[src/akar_pkg.sv]
// shared types and constants for the accelerating key autorepeat block
`default_nettype none

package akar_pkg;

    localparam int KEY_W      = 4;   // key_levels_n width
    localparam int FIRE_W     = 4;   // fire_mask width
    localparam int TDATA_W    = 8;   // stream words padded to whole bytes
    localparam int DLY_W      = 5;   // counter and delay width
    localparam int PCT_W      = 7;   // decay percent width
    localparam int CFG_IDX_W  = 1;
    localparam int CFG_DATA_W = 7;

    // floor(x / 100) == (x * 5243) >> 19 for every x below 4096
    localparam int DIV100_SHIFT = 19;
    localparam int MAGIC_W      = 13;
    localparam int MULT_W       = 20;   // decay_percent * magic
    localparam int PROD_W       = DLY_W + MULT_W;
    localparam int QUOT_W       = PROD_W - DIV100_SHIFT;

    localparam logic [MAGIC_W-1:0] DIV100_MAGIC = 13'd5243;

    localparam logic [DLY_W-1:0] RESET_START_DELAY   = 5'd25;
    localparam logic [PCT_W-1:0] RESET_DECAY_PERCENT = 7'd85;
    localparam logic [DLY_W-1:0] DELAY_MAX           = 5'd31;

    localparam logic [CFG_IDX_W-1:0] REG_START_DELAY   = 1'b0;
    localparam logic [CFG_IDX_W-1:0] REG_DECAY_PERCENT = 1'b1;

    // live configuration as seen by every lane
    typedef struct packed {
        logic [DLY_W-1:0]  start_delay;
        logic [MULT_W-1:0] decay_mult;   // decay_percent pre-scaled by the magic
    } cfg_t;

    function automatic logic [MULT_W-1:0] scale_percent(input logic [PCT_W-1:0] pct);
        logic [MULT_W-1:0] p;
        p = MULT_W'(pct) * MULT_W'(DIV100_MAGIC);
        return p;
    endfunction

endpackage

`default_nettype wire

[src/akar_lane.sv]
// one key lane: tick counter, repeat delay and pressed flag
`default_nettype none

module akar_lane (
    input  wire logic          clk,
    input  wire logic          rst_n,
    input  wire logic          step,      // poll word accepted this cycle
    input  wire logic          pressed,
    input  wire akar_pkg::cfg_t cfg,
    output logic               fire
);
    import akar_pkg::*;

    logic [DLY_W-1:0]  count_reg, count_next, count_clr;
    logic [DLY_W-1:0]  delay_reg, delay_next, delay_dec;
    logic              was_reg;
    logic [PROD_W-1:0] prod;
    logic [QUOT_W-1:0] quot;

    assign fire = pressed && (count_reg >= delay_reg);

    // floor(delay * pct / 100), saturated to the 5-bit maximum
    assign prod      = PROD_W'(delay_reg) * PROD_W'(cfg.decay_mult);
    assign quot      = prod[PROD_W-1:DIV100_SHIFT];
    assign delay_dec = (quot > QUOT_W'(DELAY_MAX)) ? DELAY_MAX : quot[DLY_W-1:0];

    always_comb
    begin
        count_clr  = fire ? '0 : count_reg;
        delay_next = delay_reg;
        if (fire)
        begin
            delay_next = was_reg ? delay_dec : cfg.start_delay;
        end
        count_next = (count_clr < cfg.start_delay) ? count_clr + 1'b1 : count_clr;
    end

    always_ff @(posedge clk or negedge rst_n)
    begin
        if (!rst_n)
        begin
            count_reg <= '0;
            delay_reg <= RESET_START_DELAY;
            was_reg   <= 1'b0;
        end
        else if (step)
        begin
            count_reg <= count_next;
            delay_reg <= delay_next;
            was_reg   <= pressed;
        end
    end

endmodule

`default_nettype wire

[src/akar_merge.sv]
// gathers lane fire bits into the result word, output register plus skid slot
`default_nettype none

module akar_merge #(
    parameter int NUM_KEYS = 4
) (
    input  wire logic                          clk,
    input  wire logic                          rst_n,
    input  wire logic                          push,
    input  wire logic [NUM_KEYS-1:0]           fire,
    output logic                               can_push,
    output logic                               out_valid,
    input  wire logic                          out_ready,
    output logic [akar_pkg::FIRE_W-1:0]        out_mask
);
    import akar_pkg::*;

    logic [FIRE_W-1:0] mask;
    logic [FIRE_W-1:0] out_reg;
    logic [FIRE_W-1:0] skid_reg;
    logic              out_valid_reg;
    logic              skid_valid_reg;
    logic              pop;

    // keys past the result width are dropped, missing keys read as no fire
    for (genvar i = 0; i < FIRE_W; i++)
    begin : g_mask
        if (i < NUM_KEYS)
        begin : g_key
            assign mask[i] = fire[i];
        end
        else
        begin : g_none
            assign mask[i] = 1'b0;
        end
    end

    assign pop       = out_valid_reg && out_ready;
    assign can_push  = !skid_valid_reg;
    assign out_valid = out_valid_reg;
    assign out_mask  = out_reg;

    always_ff @(posedge clk or negedge rst_n)
    begin
        if (!rst_n)
        begin
            out_valid_reg  <= 1'b0;
            skid_valid_reg <= 1'b0;
        end
        else if (skid_valid_reg)
        begin
            if (pop)
            begin
                skid_valid_reg <= 1'b0;
            end
        end
        else if (push)
        begin
            if (!out_valid_reg || pop)
            begin
                out_valid_reg <= 1'b1;
            end
            else
            begin
                skid_valid_reg <= 1'b1;
            end
        end
        else if (pop)
        begin
            out_valid_reg <= 1'b0;
        end
    end

    always_ff @(posedge clk)
    begin
        if (skid_valid_reg)
        begin
            if (pop)
            begin
                out_reg <= skid_reg;
            end
        end
        else if (push)
        begin
            if (!out_valid_reg || pop)
            begin
                out_reg <= mask;
            end
            else
            begin
                skid_reg <= mask;
            end
        end
    end

endmodule

`default_nettype wire

[src/accelerating_key_autorepeat_core.sv]
// top level of the accelerating key autorepeat block
//
// channel | direction | handshake            | payload
// --------+-----------+----------------------+------------------------------
// s_axis  | in        | s_tvalid / s_tready  | s_tdata[3:0] key_levels_n
// m_axis  | out       | m_tvalid / m_tready  | m_tdata[3:0] fire_mask
// cfg     | in        | cfg_valid/cfg_ready  | cfg_index, cfg_data
//
// one poll word per cycle while s_tready is high; each lane updates its key at the
// accept edge, where the fire mask is registered into the output register or skid slot
// an extra skid slot keeps input flowing for one word while the output stalls;
// s_tready drops only when both output slots are full
// cfg writes are always ready and take effect on the next poll word
// reset restores start delay 25, decay 85 percent, counters zero, keys released
`default_nettype none

module accelerating_key_autorepeat_core #(
    parameter int NUM_KEYS = 4
) (
    input  wire logic                             clk,
    input  wire logic                             rst_n,
    // poll words
    input  wire logic                             s_tvalid,
    output logic                                  s_tready,
    input  wire logic [akar_pkg::TDATA_W-1:0]     s_tdata,   // [3:0] key_levels_n
    // fire words
    output logic                                  m_tvalid,
    input  wire logic                             m_tready,
    output logic [akar_pkg::TDATA_W-1:0]          m_tdata,   // [3:0] fire_mask
    // register writes
    input  wire logic                             cfg_valid,
    output logic                                  cfg_ready,
    input  wire logic [akar_pkg::CFG_IDX_W-1:0]   cfg_index,
    input  wire logic [akar_pkg::CFG_DATA_W-1:0]  cfg_data
);
    import akar_pkg::*;

    cfg_t                 cfg_reg;
    logic                 step;
    logic                 can_push;
    logic [NUM_KEYS-1:0]  pressed;
    logic [NUM_KEYS-1:0]  fire;
    logic [FIRE_W-1:0]    fire_mask;
    logic [KEY_W-1:0]     key_levels_n;

    assign key_levels_n = s_tdata[KEY_W-1:0];
    assign s_tready     = can_push;
    assign step         = s_tvalid && s_tready;
    assign cfg_ready    = 1'b1;
    assign m_tdata      = TDATA_W'(fire_mask);

    // register file; decay percent is stored pre-multiplied by the 1/100 magic
    always_ff @(posedge clk or negedge rst_n)
    begin
        if (!rst_n)
        begin
            cfg_reg.start_delay <= RESET_START_DELAY;
            cfg_reg.decay_mult  <= scale_percent(RESET_DECAY_PERCENT);
        end
        else if (cfg_valid && cfg_ready)
        begin
            unique case (cfg_index)
                REG_START_DELAY:   cfg_reg.start_delay <= cfg_data[DLY_W-1:0];
                REG_DECAY_PERCENT: cfg_reg.decay_mult  <= scale_percent(cfg_data[PCT_W-1:0]);
            endcase
        end
    end

    // one lane per key; keys past the input width see a low pin, i.e. pressed
    for (genvar i = 0; i < NUM_KEYS; i++)
    begin : g_lane
        if (i < KEY_W)
        begin : g_pin
            assign pressed[i] = ~key_levels_n[i];
        end
        else
        begin : g_nopin
            assign pressed[i] = 1'b1;
        end

        akar_lane u_lane (
            .clk     (clk),
            .rst_n   (rst_n),
            .step    (step),
            .pressed (pressed[i]),
            .cfg     (cfg_reg),
            .fire    (fire[i])
        );
    end

    // fire bits merge into the result word and wait in the output slots
    akar_merge #(
        .NUM_KEYS (NUM_KEYS)
    ) u_merge (
        .clk       (clk),
        .rst_n     (rst_n),
        .push      (step),
        .fire      (fire),
        .can_push  (can_push),
        .out_valid (m_tvalid),
        .out_ready (m_tready),
        .out_mask  (fire_mask)
    );

endmodule

`default_nettype wire

[config.mk]
export PLATFORM = sky130hd
export DESIGN_NAME = accelerating_key_autorepeat_core
export DESIGN_NICKNAME = d
export VERILOG_FILES = /design/src/akar_pkg.sv /design/src/akar_lane.sv /design/src/akar_merge.sv /design/src/accelerating_key_autorepeat_core.sv
export SDC_FILE = /design/constraint.sdc
export NUM_CORES = 1
export LEC_CHECK = 0
export BUFFER_PORTS_ARGS = -buffer_cell sky130_fd_sc_hd__buf_2
export CORE_ASPECT_RATIO = 2
export CORE_MARGIN = 2
export CORE_UTILIZATION = 33
export DETAILED_ROUTE_END_ITERATION = 8
export PLACE_DENSITY = 0.48
export SYNTH_ARGS = -nofsm -noshare
export SYNTH_HDL_FRONTEND = slang
export SYNTH_SLANG_ARGS = --single-unit
[constraint.sdc]
create_clock -name clk -period 6.3 [get_ports clk]
set_input_delay 0.63 -clock clk [delete_from_list [all_inputs] [get_ports clk]]
set_output_delay 0.63 -clock clk [all_outputs]
set_load 0.01 [all_outputs]
==> results of run 1 <==
cells by family after synthesis:
| family | count (synthesis) |
|---|---|
| other cells | 2 |
| mux | 12 |
| flops | 79 |
| fa+ha+maj | 446 |
| simple gates | 663 |
| buf+inv | 465 |
| compound gates | 269 |
| xor+xnor | 48 |
critical path, stage by stage, from the launching register on:
cell and delay [ps]:
dfrtp_1 910, and2_1 260, fa_1 460, fa_1 550, inv_1 50, fa_1 530
inv_1 40, ha_1 270, nand3_1 120, a211oi_1 250, a21oi_1 130, o211ai_1 390
and2_1 230, a41oi_1 120, and3_4 210, a221oi_2 270
final cells by class:
class | instances | area, µm²
fillers | 5441 | 32930
multi-input cells | 1443 | 13220
flip-flops and latches | 79 | 2051
inverters | 367 | 1378
well taps | 654 | 818.3
clock buffers | 11 | 232.7
repair buffers | 38 | 232.7
clock inverters | 5 | 81.33
per-stage QoR:
step | std cells | area (µm²) | setup slack [ps]
3_5_place_dp | 2581 | 17700 | 996.0
2_1_floorplan | 1987 | 17040 | 1708
4_1_cts | 2597 | 18020 | 1327
3_3_place_gp | 2581 | 17700 | 989.7
6_report | 2597 | 18020 | 1390
5_1_grt | 2597 | 18020 | 1084
synth_stat cells, drive strengths merged (13+ instances only):
library cell	instances
nor3	21
nand2	186
inv	367
fa	229
nor2b	20
a21oi	66
nand2b	16
and2	294
dfrtp	44
clkbuf	89
a21o	29
xnor2	20
xor2	28
ha	217
nor2	48
nand3	20
or3	14
o21ai	79
dfstp	27
a31oi	13
worst max path at each step:
stage                           start                             to  slack (ps)  cells past startpoint
after detailed placement  cfg_data[1]                    cfg_reg[19]        1000                     18
after CTS                  cfg_reg[5]  g_lane[1].u_lane.delay_reg[3]        1330                     15
final                      cfg_reg[5]  g_lane[1].u_lane.delay_reg[3]        1390                     15
after global placement    cfg_data[1]                    cfg_reg[19]         990                     18
after floorplan           cfg_data[1]                    cfg_reg[19]        1710                     17
after global routing       cfg_reg[5]  g_lane[1].u_lane.delay_reg[3]        1080                     15
per-layer routing:
layer  GRT usage (%)  up-vias  wire, µm
li1                -     6169         -
met1           17.75     6513     15800
met2           33.96      128     24440
met3          0.8033       62       448
met4           6.484        0      1490
met5               0        -         0
==> summary.txt, run 1 <==
Clock tree
  • Maximum buffer depth of the clock tree: 2
  • Clock root cell: clkbuf_16
  • Clock-pin slew on the worst setup and hold paths: 60 ps
  • H-tree depth: 3
  • Worst skew pair latency: 360 ps
  • Post-CTS Hold Buffers: 0
  • # clock sinks: 79
  • PostCTS Resize Cnt: 0
  • Num CTS Buffers: 9
  • CTS tree: built
  • Post-CTS setup buffer count: 0

Worst setup path
  • CP startpoint kind: register
  • Register-to-Register Path Depth: 15
  • Worst-path fanout max: 21
  • Critical Path AT: 5180 ps
  • Worst r2r dst: g_lane[1].u_lane.delay_reg[3]
  • R2r setup slk: 1390 ps
  • Required time worst endpoint: 6570 ps
  • CP Capture Type: register
  • Reg2reg start: cfg_reg[5]
  • Setup CP Type: reg2reg

Drt
  • DR vias: 12870
  • Total wire length: 42.19 mm
  • Routed WL per cell: 16.24 µm
  • Vias per cell: 4.956
  • First drt pass iteration count: 4
  • Number of DRC markers in iteration 0: 375
  • Final ANT Viol Nets: 0
  • DRC viols: 0

Floorplanning
  • Core ar.: 0.05094 mm²
  • Die H: 325.3 µm
  • I/O Pins: 32
  • Die Area: 0.05355 mm²
  • Row count: 117
  • Chip width: 164.6 µm
  • Initial Utilization: 33.43%

Synth
  • Yosys warnings: 0
  • Xor and xnor area share after synthesis: 2.468%
  • Synth area leaders: fa_1 27%, ha_1 16%, and2_1 11%, inv_1 8.1%, dfrtp_1 6.5%
  • Seq cells post-synth: 79
  • Cells after synthesis: 1984
  • Largest area contributor in the netlist: fa_1
  • Post-synthesis simple-gate area fraction: 20.99%
  • Compound-gate portion of the synthesized area: 10.45%
  • EDFF count, synth: 8
  • Number of library cell types mapped by synthesis: 75
  • Sequential-to-total area share from yosys stat: 12.04%
  • Share of synthesized registers carrying an async set or reset: 89.87%
  • Most used DFF post-synth: dfrtp_1
  • Post-synthesis mux area share: 0.7567%
  • Synthesized area: 0.01703 mm²
  • Syn avg cell area: 8.584 µm²
  • Adder-Cell Fraction of Synth Area: 42.86%
  • Post-synth top area share: 26.92%
  • Main combinational cell family by area after synthesis: adder cells

STA
  • Actual slew at the worst max-slew pin: 1123 ps
  • Worst slew margin: 24.96%
  • Worst Clk Skew: 9.810 ps
  • Worst hold margin: 159.0 ps
  • Period Utilization, post-route: 77.94%
  • Final Max Tran Viols: 0
  • Max Clk Rate: 203.7 MHz
  • RSZ-0062 raised after global routing: no
  • Final Hold Fails: 0
  • Setup TNS: 0 ps
  • Final setup fails: 0
  • Final min period: 4910 ps

Flow run
  • Max-Cap Viols: 0

Place
  • Detailed Place HPWL: 34.41 mm
  • Port Buffer Count: 22
  • Final GP Congestion: 0.7857

Min path
  • HP Class: in2async

GRT
  • Grt ovf: 0
  • All-Layer GR Usage: 16.87%
  • Initial antenna violation count: 0
  • Vias in the first global route: 14120
  • Pin count of the biggest net entering global routing: 48
  • First-pass GRT wire length: 71.55 mm

Cells and area
  • Number of antenna diodes: 0
  • Max reg flops: 25
  • Final layout net count: 2405
  • Area Growth Syn to Fin: 5.781%
  • Commonest non-fill, non-tap cells in the layout: 367 x inv_1, 294 x and2_1, 229 x fa_1
  • Share of post-route cells with drive strength above 1: 5.455%
  • Commonest non-fill, non-tap cell in the layout: inv_1
  • Post-route core utilization: 35.36%

Outcome
  • Result of the run: complete, no violations
Power of run 1 is left out: the tool's default activity adds up to more than one toggle a clock period on the data nets, which glitch-free logic cannot reach.
==> inputs of run 2 (changes only) <==
PLACE_DENSITY = 0.5   (was 0.48)
clock period = 4.2 ns   (was 6.3 ns; I/O delays follow)
==> run 2 against run 1 <==
Net effect:
- the run now ends with setup timing left
- fmax increased by 8.9%
- via count up 9.7%
- global-route usage increased by 2.8 points
- register-to-register slack lost 1700 ps
- cell count up 9.7%
- critical path type unchanged
==> summary.txt, run 2 (synthesized netlist as in run 1, its figures left out) <==
Outcome
  • Result of the run: finished with violations (was complete, no violations)
  • Failing checks: setup timing

STA
  • PnR worst setup slack: -309.4 ps (was 1390 ps)
  • Worst slew margin: 32.45% (was 24.96%)
  • Final setup fails: 20 (was 0)
  • Actual slew at the worst max-slew pin: 1011 ps (was 1123 ps)
  • Worst Clk Skew: 13.38 ps (was 9.810 ps)
  • RSZ-0062 raised after global routing: yes (was no)
  • Final Max Tran Viols: 0 (unchanged)
  • Max Clk Rate: 221.8 MHz (was 203.7 MHz)
  • Worst hold margin: 62.84 ps (was 159.0 ps)
  • Setup TNS: -4474 ps (was 0 ps)
  • Final min period: 4509 ps (was 4910 ps)
  • Final Hold Fails: 0 (unchanged)
  • Period Utilization, post-route: 107.4% (was 77.94%)

Drt
  • Vias per cell: 4.955 (was 4.956)
  • First drt pass iteration count: 4 (unchanged)
  • Total wire length: 50.55 mm (was 42.19 mm)
  • DR vias: 14120 (was 12870)
  • DRC viols: 0 (unchanged)
  • Routed WL per cell: 17.74 µm (was 16.24 µm)
  • Final ANT Viol Nets: 0 (unchanged)
  • Number of DRC markers in iteration 0: 422 (was 375)

Worst setup path
  • CP startpoint kind: register (unchanged)
  • Setup CP Type: reg2reg (unchanged)
  • Required time worst endpoint: 4480 ps (was 6570 ps)
  • CP Capture Type: register (unchanged)
  • R2r setup slk: -310 ps (was 1390 ps)
  • Worst path slowest cell: dfstp_2 (was dfrtp_1)
  • Critical Path Max Stage Delay: 580 ps (was 910 ps)
  • CP Cell Sequence: buf_12 > buf_6 > and2_4 > fa_2 > fa_1 > inv_2 > fa_1 > inv_2 > ha_4 > or3_1 > a221oi_2 > o211ai_1 > buf_4 > a2111oi_4 > a41oi_2 > and3_4 > a221oi_2 (was and2_1 > fa_1 > fa_1 > inv_1 > fa_1 > inv_1 > ha_1 > nand3_1 > a211oi_1 > a21oi_1 > o211ai_1 > and2_1 > a41oi_1 > and3_4 > a221oi_2)
  • Critical Path AT: 4790 ps (was 5180 ps)
  • Worst-path fanout max: 8 (was 21)

Clock tree
  • # clock sinks: 79 (unchanged)
  • Clock root cell: clkbuf_16 (unchanged)
  • Maximum buffer depth of the clock tree: 2 (unchanged)
  • Post-CTS Hold Buffers: 0 (unchanged)
  • Worst skew pair latency: 370 ps (was 360 ps)
  • Num CTS Buffers: 9 (unchanged)
  • Clock-pin slew on the worst setup and hold paths: 70 ps (was 60 ps)
  • H-tree depth: 3 (unchanged)
  • CTS tree: built (unchanged)

GRT
  • First-pass GRT wire length: 81.53 mm (was 71.55 mm)
  • Pin count of the biggest net entering global routing: 46 (was 48)
  • Initial antenna violation count: 0 (unchanged)
  • Grt ovf: 0 (unchanged)
  • Vias in the first global route: 15600 (was 14120)
  • All-Layer GR Usage: 19.66% (was 16.87%)

Cells and area
  • Fillers: 5169 (was 5441)
  • Commonest non-fill, non-tap cells in the layout: 349 x inv_1, 259 x and2_1, 222 x buf_4 (was 367 x inv_1, 294 x and2_1, 229 x fa_1)
  • Multi-input gate area in the final layout: 0.01421 mm² (was 0.01322 mm²)
  • Final layout net count: 2657 (was 2405)
  • Number of antenna diodes: 0 (unchanged)
  • Area taken by flip-flops and latches: 0.002058 mm² (was 0.002051 mm²)
  • Share of post-route cells with drive strength above 1: 24.28% (was 5.455%)
  • Commonest non-fill, non-tap cell in the layout: inv_1 (unchanged)
  • Area Growth Syn to Fin: 25.85% (was 5.781%)
  • Post-route cell area: 0.02143 mm² (was 0.01802 mm²)
  • Max reg flops: 25 (unchanged)

Floorplanning
  • Die H: 325.3 µm (unchanged)
  • I/O Pins: 32 (unchanged)
  • Row count: 117 (unchanged)
  • Chip width: 164.6 µm (unchanged)
  • Initial Utilization: 33.43% (unchanged)
  • Die Area: 0.05355 mm² (unchanged)
  • Core ar.: 0.05094 mm² (unchanged)

Place
  • Port Buffer Count: 22 (unchanged)
  • Cell Area, Placed: 0.01956 mm² (was 0.01770 mm²)
  • Final GP Congestion: 0.8540 (was 0.7857)
  • DP Worst Slack: -510.1 ps (was 996.0 ps)
  • Detailed Place HPWL: 41.24 mm (was 34.41 mm)

Flow run
  • Max-Cap Viols: 0 (unchanged)

Min path
  • HP Class: in2async (unchanged)
## run 2: final cells by class
type,instances,share of cell area [%]
Inverter,367,6.474
Sequential cell,79,9.602
Tap cell,654,3.818
Clock buffer,9,1.051
Multi-Input combinational cell,1443,66.28
Clock inverter,7,0.5662
Timing Repair Buffer,290,12.21
## run 2: metrics by stage
stage          std cells  util, %
2_1_floorplan       1987        -
6_report            2849    42.07
5_1_grt             2849    42.07
4_1_cts             2841    41.31
3_5_place_dp        2778    38.39
3_3_place_gp        2778    38.39
## run 2: final timing paths
path | from | endpoint | cells after the start
min | rst_n | g_lane[1].u_lane.delay_reg[2] | 1
max | g_lane[1].u_lane.delay_reg[4] | g_lane[1].u_lane.delay_reg[1] | 17
max reg2reg | g_lane[1].u_lane.delay_reg[4] | g_lane[1].u_lane.delay_reg[1] | 17
min in group clk | m_tready | u_merge.skid_valid_reg | 2
max in group asynchronous | rst_n | cfg_reg[14] | 2
min reg2reg | cfg_reg[14] | cfg_reg[14] | 2
## run 2: per-layer routing
| metal | vias up | share of wire, % | global-route usage, % |
|---|---|---|---|
| li1 | 6687 | - | - |
| met1 | 7136 | 34 | 19.10 |
| met2 | 193 | 60 | 40.89 |
| met3 | 102 | 1.4 | 1.199 |
| met4 | 0 | 4.5 | 8.185 |
| met5 | - | 0 | 0 |
## run 2: repair_timing
action	4_1_cts	5_1_grt
cloned	2	0
resized for setup	138	77
pin swaps	100	75
setup endpoints to repair	25	32
setup buffers	45	9
## run 2: worst max-delay path, delay by kind of cell (launching register included)
kind	cells	cell delay [ps]
compound gates	5	1000
fa+ha+maj	4	1710
buf+inv	5	500
flops	1	580
simple gates	3	630
Power of run 2 is left out for the same reason.
==> inputs of run 3 (changes only) <==
SYNTH_HIERARCHICAL = 1   (was not set)
==> run 3 against run 2 <==
Net effect:
- cell area decreased by 0.98%
- utilization down 1.0 points
- via count up 0.56%
- fmax decreased by 1.0%
- critical path type unchanged
- die area up 0.93%
- register-to-register slack lost 50 ps
- critical path depth rose by 2
- the run still ends with setup timing left
- clock skew fell by 0.91 ps
- cell count rose by 0.25%
==> summary.txt, run 3 <==
Floorplanning
  • Chip width: 165.4 µm (was 164.6 µm)
  • Die H: 326.8 µm (was 325.3 µm)
  • Core ar.: 0.05167 mm² (was 0.05094 mm²)
  • Die Area: 0.05405 mm² (was 0.05355 mm²)
  • Row count: 118 (was 117)
  • I/O Pins: 32 (unchanged)
  • Initial Utilization: 33.27% (was 33.43%)

STA
  • Actual slew at the worst max-slew pin: 1038 ps (was 1011 ps)
  • Final Max Tran Viols: 0 (unchanged)
  • Setup TNS: -5049 ps (was -4474 ps)
  • Max Clk Rate: 219.4 MHz (was 221.8 MHz)
  • PnR worst setup slack: -357.0 ps (was -309.4 ps)
  • Final Hold Fails: 0 (unchanged)
  • RSZ-0062 raised after global routing: yes (unchanged)
  • Worst slew margin: 30.62% (was 32.45%)
  • Final min period: 4557 ps (was 4509 ps)
  • Period Utilization, post-route: 108.5% (was 107.4%)
  • Final setup fails: 20 (unchanged)
  • Worst Clk Skew: 12.47 ps (was 13.38 ps)

Min path
  • HP Class: in2async (unchanged)

GRT
  • Initial antenna violation count: 2 (was 0)
  • Grt ovf: 0 (unchanged)
  • First-pass GRT wire length: 80.70 mm (was 81.53 mm)
  • All-Layer GR Usage: 19.19% (was 19.66%)
  • Pin count of the biggest net entering global routing: 47 (was 46)
  • Vias in the first global route: 15840 (was 15600)

Worst setup path
  • Required time worst endpoint: 4500 ps (was 4480 ps)
  • CP Capture Type: register (unchanged)
  • Setup CP Type: reg2reg (unchanged)
  • Reg2reg start: g_lane[1].u_lane/delay_reg[4] (was g_lane[1].u_lane.delay_reg[4])
  • Critical Path AT: 4860 ps (was 4790 ps)
  • Worst r2r dst: g_lane[1].u_lane/delay_reg[2] (was g_lane[1].u_lane.delay_reg[1])
  • Register-to-Register Path Depth: 19 (was 17)
  • CP startpoint kind: register (unchanged)
  • Worst-path fanout max: 5 (was 8)
  • CP Launch Point: g_lane[1].u_lane/delay_reg[4] (was g_lane[1].u_lane.delay_reg[4])
  • R2r setup slk: -360 ps (was -310 ps)

Cells and area
  • Commonest non-fill, non-tap cell in the layout: inv_1 (unchanged)
  • Post-route core utilization: 41.07% (was 42.07%)
  • Max reg flops: 25 (unchanged)
  • Area Growth Syn to Fin: 23.45% (was 25.85%)
  • Share of post-route cells with drive strength above 1: 24.04% (was 24.28%)
  • Number of antenna diodes: 0 (unchanged)
  • Final layout net count: 2658 (was 2657)
  • Fin cells: 2856 (was 2849)
  • Commonest non-fill, non-tap cells in the layout: 355 x inv_1, 248 x and2_1, 228 x fa_1 (was 349 x inv_1, 259 x and2_1, 222 x buf_4)

Synth
  • Yosys warnings: 6 (was 0)
  • Most used DFF post-synth: dfrtp_1 (unchanged)
  • EDFF count, synth: 8 (unchanged)
  • Synthesized area: 0.01719 mm² (was 0.01703 mm²)
  • Seq cells post-synth: 79 (unchanged)
  • Most frequent cell after synthesis: inv_1 (unchanged)
  • Post-synth top cells: 370 x inv_1, 291 x and2_1, 229 x fa_1 (was 367 x inv_1, 294 x and2_1, 229 x fa_1)
  • Share of synthesized registers carrying an async set or reset: 89.87% (unchanged)
  • Syn avg cell area: 8.745 µm² (was 8.584 µm²)
  • Post-synth top area share: 26.66% (was 26.92%)
  • Number of library cell types mapped by synthesis: 84 (was 75)
  • Cells after synthesis: 1966 (was 1984)
  • Largest area contributor in the netlist: fa_1 (unchanged)
  • Sequential-to-total area share from yosys stat: 11.93% (was 12.04%)
  • Synth area leaders: fa_1 27%, ha_1 16%, and2_1 11%, inv_1 8.1%, dfrtp_1 6.4% (was fa_1 27%, ha_1 16%, and2_1 11%, inv_1 8.1%, dfrtp_1 6.5%)

Clock tree
  • Clock root cell: clkbuf_16 (unchanged)
  • # clock sinks: 79 (unchanged)
  • Worst skew pair latency: 380 ps (was 370 ps)
  • Maximum buffer depth of the clock tree: 2 (unchanged)
  • Clock-pin slew on the worst setup and hold paths: 70 ps (about the same)
  • H-tree depth: 3 (unchanged)
  • Num CTS Buffers: 9 (unchanged)
  • CTS tree: built (unchanged)

Drt
  • Routed WL per cell: 17.31 µm (was 17.74 µm)
  • Number of DRC markers in iteration 0: 456 (was 422)
  • DRC viols: 0 (unchanged)
  • Vias per cell: 4.971 (was 4.955)
  • DR vias: 14200 (was 14120)
  • Total wire length: 49.44 mm (was 50.55 mm)
  • Final ANT Viol Nets: 0 (unchanged)
  • First drt pass iteration count: 5 (was 4)

Place
  • Placed cells: 2772 (was 2778)
  • Final GP Congestion: 0.8432 (was 0.8540)
  • Port Buffer Count: 22 (unchanged)
  • Detailed Place HPWL: 39.29 mm (was 41.24 mm)

Outcome
  • Failing checks: setup timing (unchanged)
  • Result of the run: finished with violations (unchanged)

Flow run
  • Max-Cap Viols: 0 (unchanged)
## run 3: metal layers
layer	up-vias	share of wire (%)	track usage, %
met5	-	0	0
met4	0	4.3	7.796
met3	92	1.4	1.257
met2	189	59	39.07
met1	7181	36	19.45
li1	6735	-	-
## run 3: critical path, stage by stage (launching register included)
cell       delay [ps]
dfstp_2           570
buf_12            120
buf_6             100
and2_4            130
fa_1              460
fa_1              560
inv_1              50
fa_1              510
inv_2              50
ha_4              260
nand2_4            50
nor4_4            260
buf_4             160
a2111oi_4          80
buf_4             160
a31o_4            250
a311oi_4          330
buf_4             180
nor2_2             30
a21oi_2           150
## run 3: through the flow
step | instance area, µm² | hold WS (ps) | setup WS (ps)
after floorplan | 17300 | 124.4 | 6.021
final | 21220 | 58.53 | -357.0
after detailed placement | 19340 | 500.1 | -494.3
after CTS | 20530 | 74.23 | -340.2
after global routing | 21220 | 115.2 | -514.8
after global placement | 19340 | 504.4 | -462.2
## run 3: worst max path at each step
stage | slack [ps] | end
2_1_floorplan | 6 | g_lane[0].u_lane/delay_reg[3]
3_3_place_gp | -460 | g_lane[0].u_lane/delay_reg[3]
3_5_place_dp | -490 | g_lane[1].u_lane/delay_reg[4]
4_1_cts | -340 | g_lane[1].u_lane/delay_reg[2]
5_1_grt | -510 | g_lane[1].u_lane/delay_reg[2]
6_report | -360 | g_lane[1].u_lane/delay_reg[2]
## run 3: layout make-up
| type | instances | area, µm² |
|---|---|---|
| inverter | 370 | 1389 |
| multi-input combinational | 1454 | 14330 |
| tap | 660 | 825.8 |
| clock buffer | 11 | 232.7 |
| sequential | 79 | 2061 |
| timing repair buffer | 277 | 2326 |
| clock inverter | 5 | 57.56 |
| fill | 5218 | 30450 |
## run 3: repair_timing
item	in CTS	in global routing
resized for setup	101	105
pin swaps	76	106
cloned	1	0
endpoints found under the setup margin	20	29
hold buffers	0	0
buffers inserted	45	23
## run 3: logic make-up after synthesis
family	share of synthesized area (%)
fa+ha+maj	42.46
other cells	0.04368
compound gates	10.89
buf+inv	9.912
mux	1.434
xor+xnor	1.936
flops	11.93
simple gates	21.40
Power of run 3 is left out for the same reason.
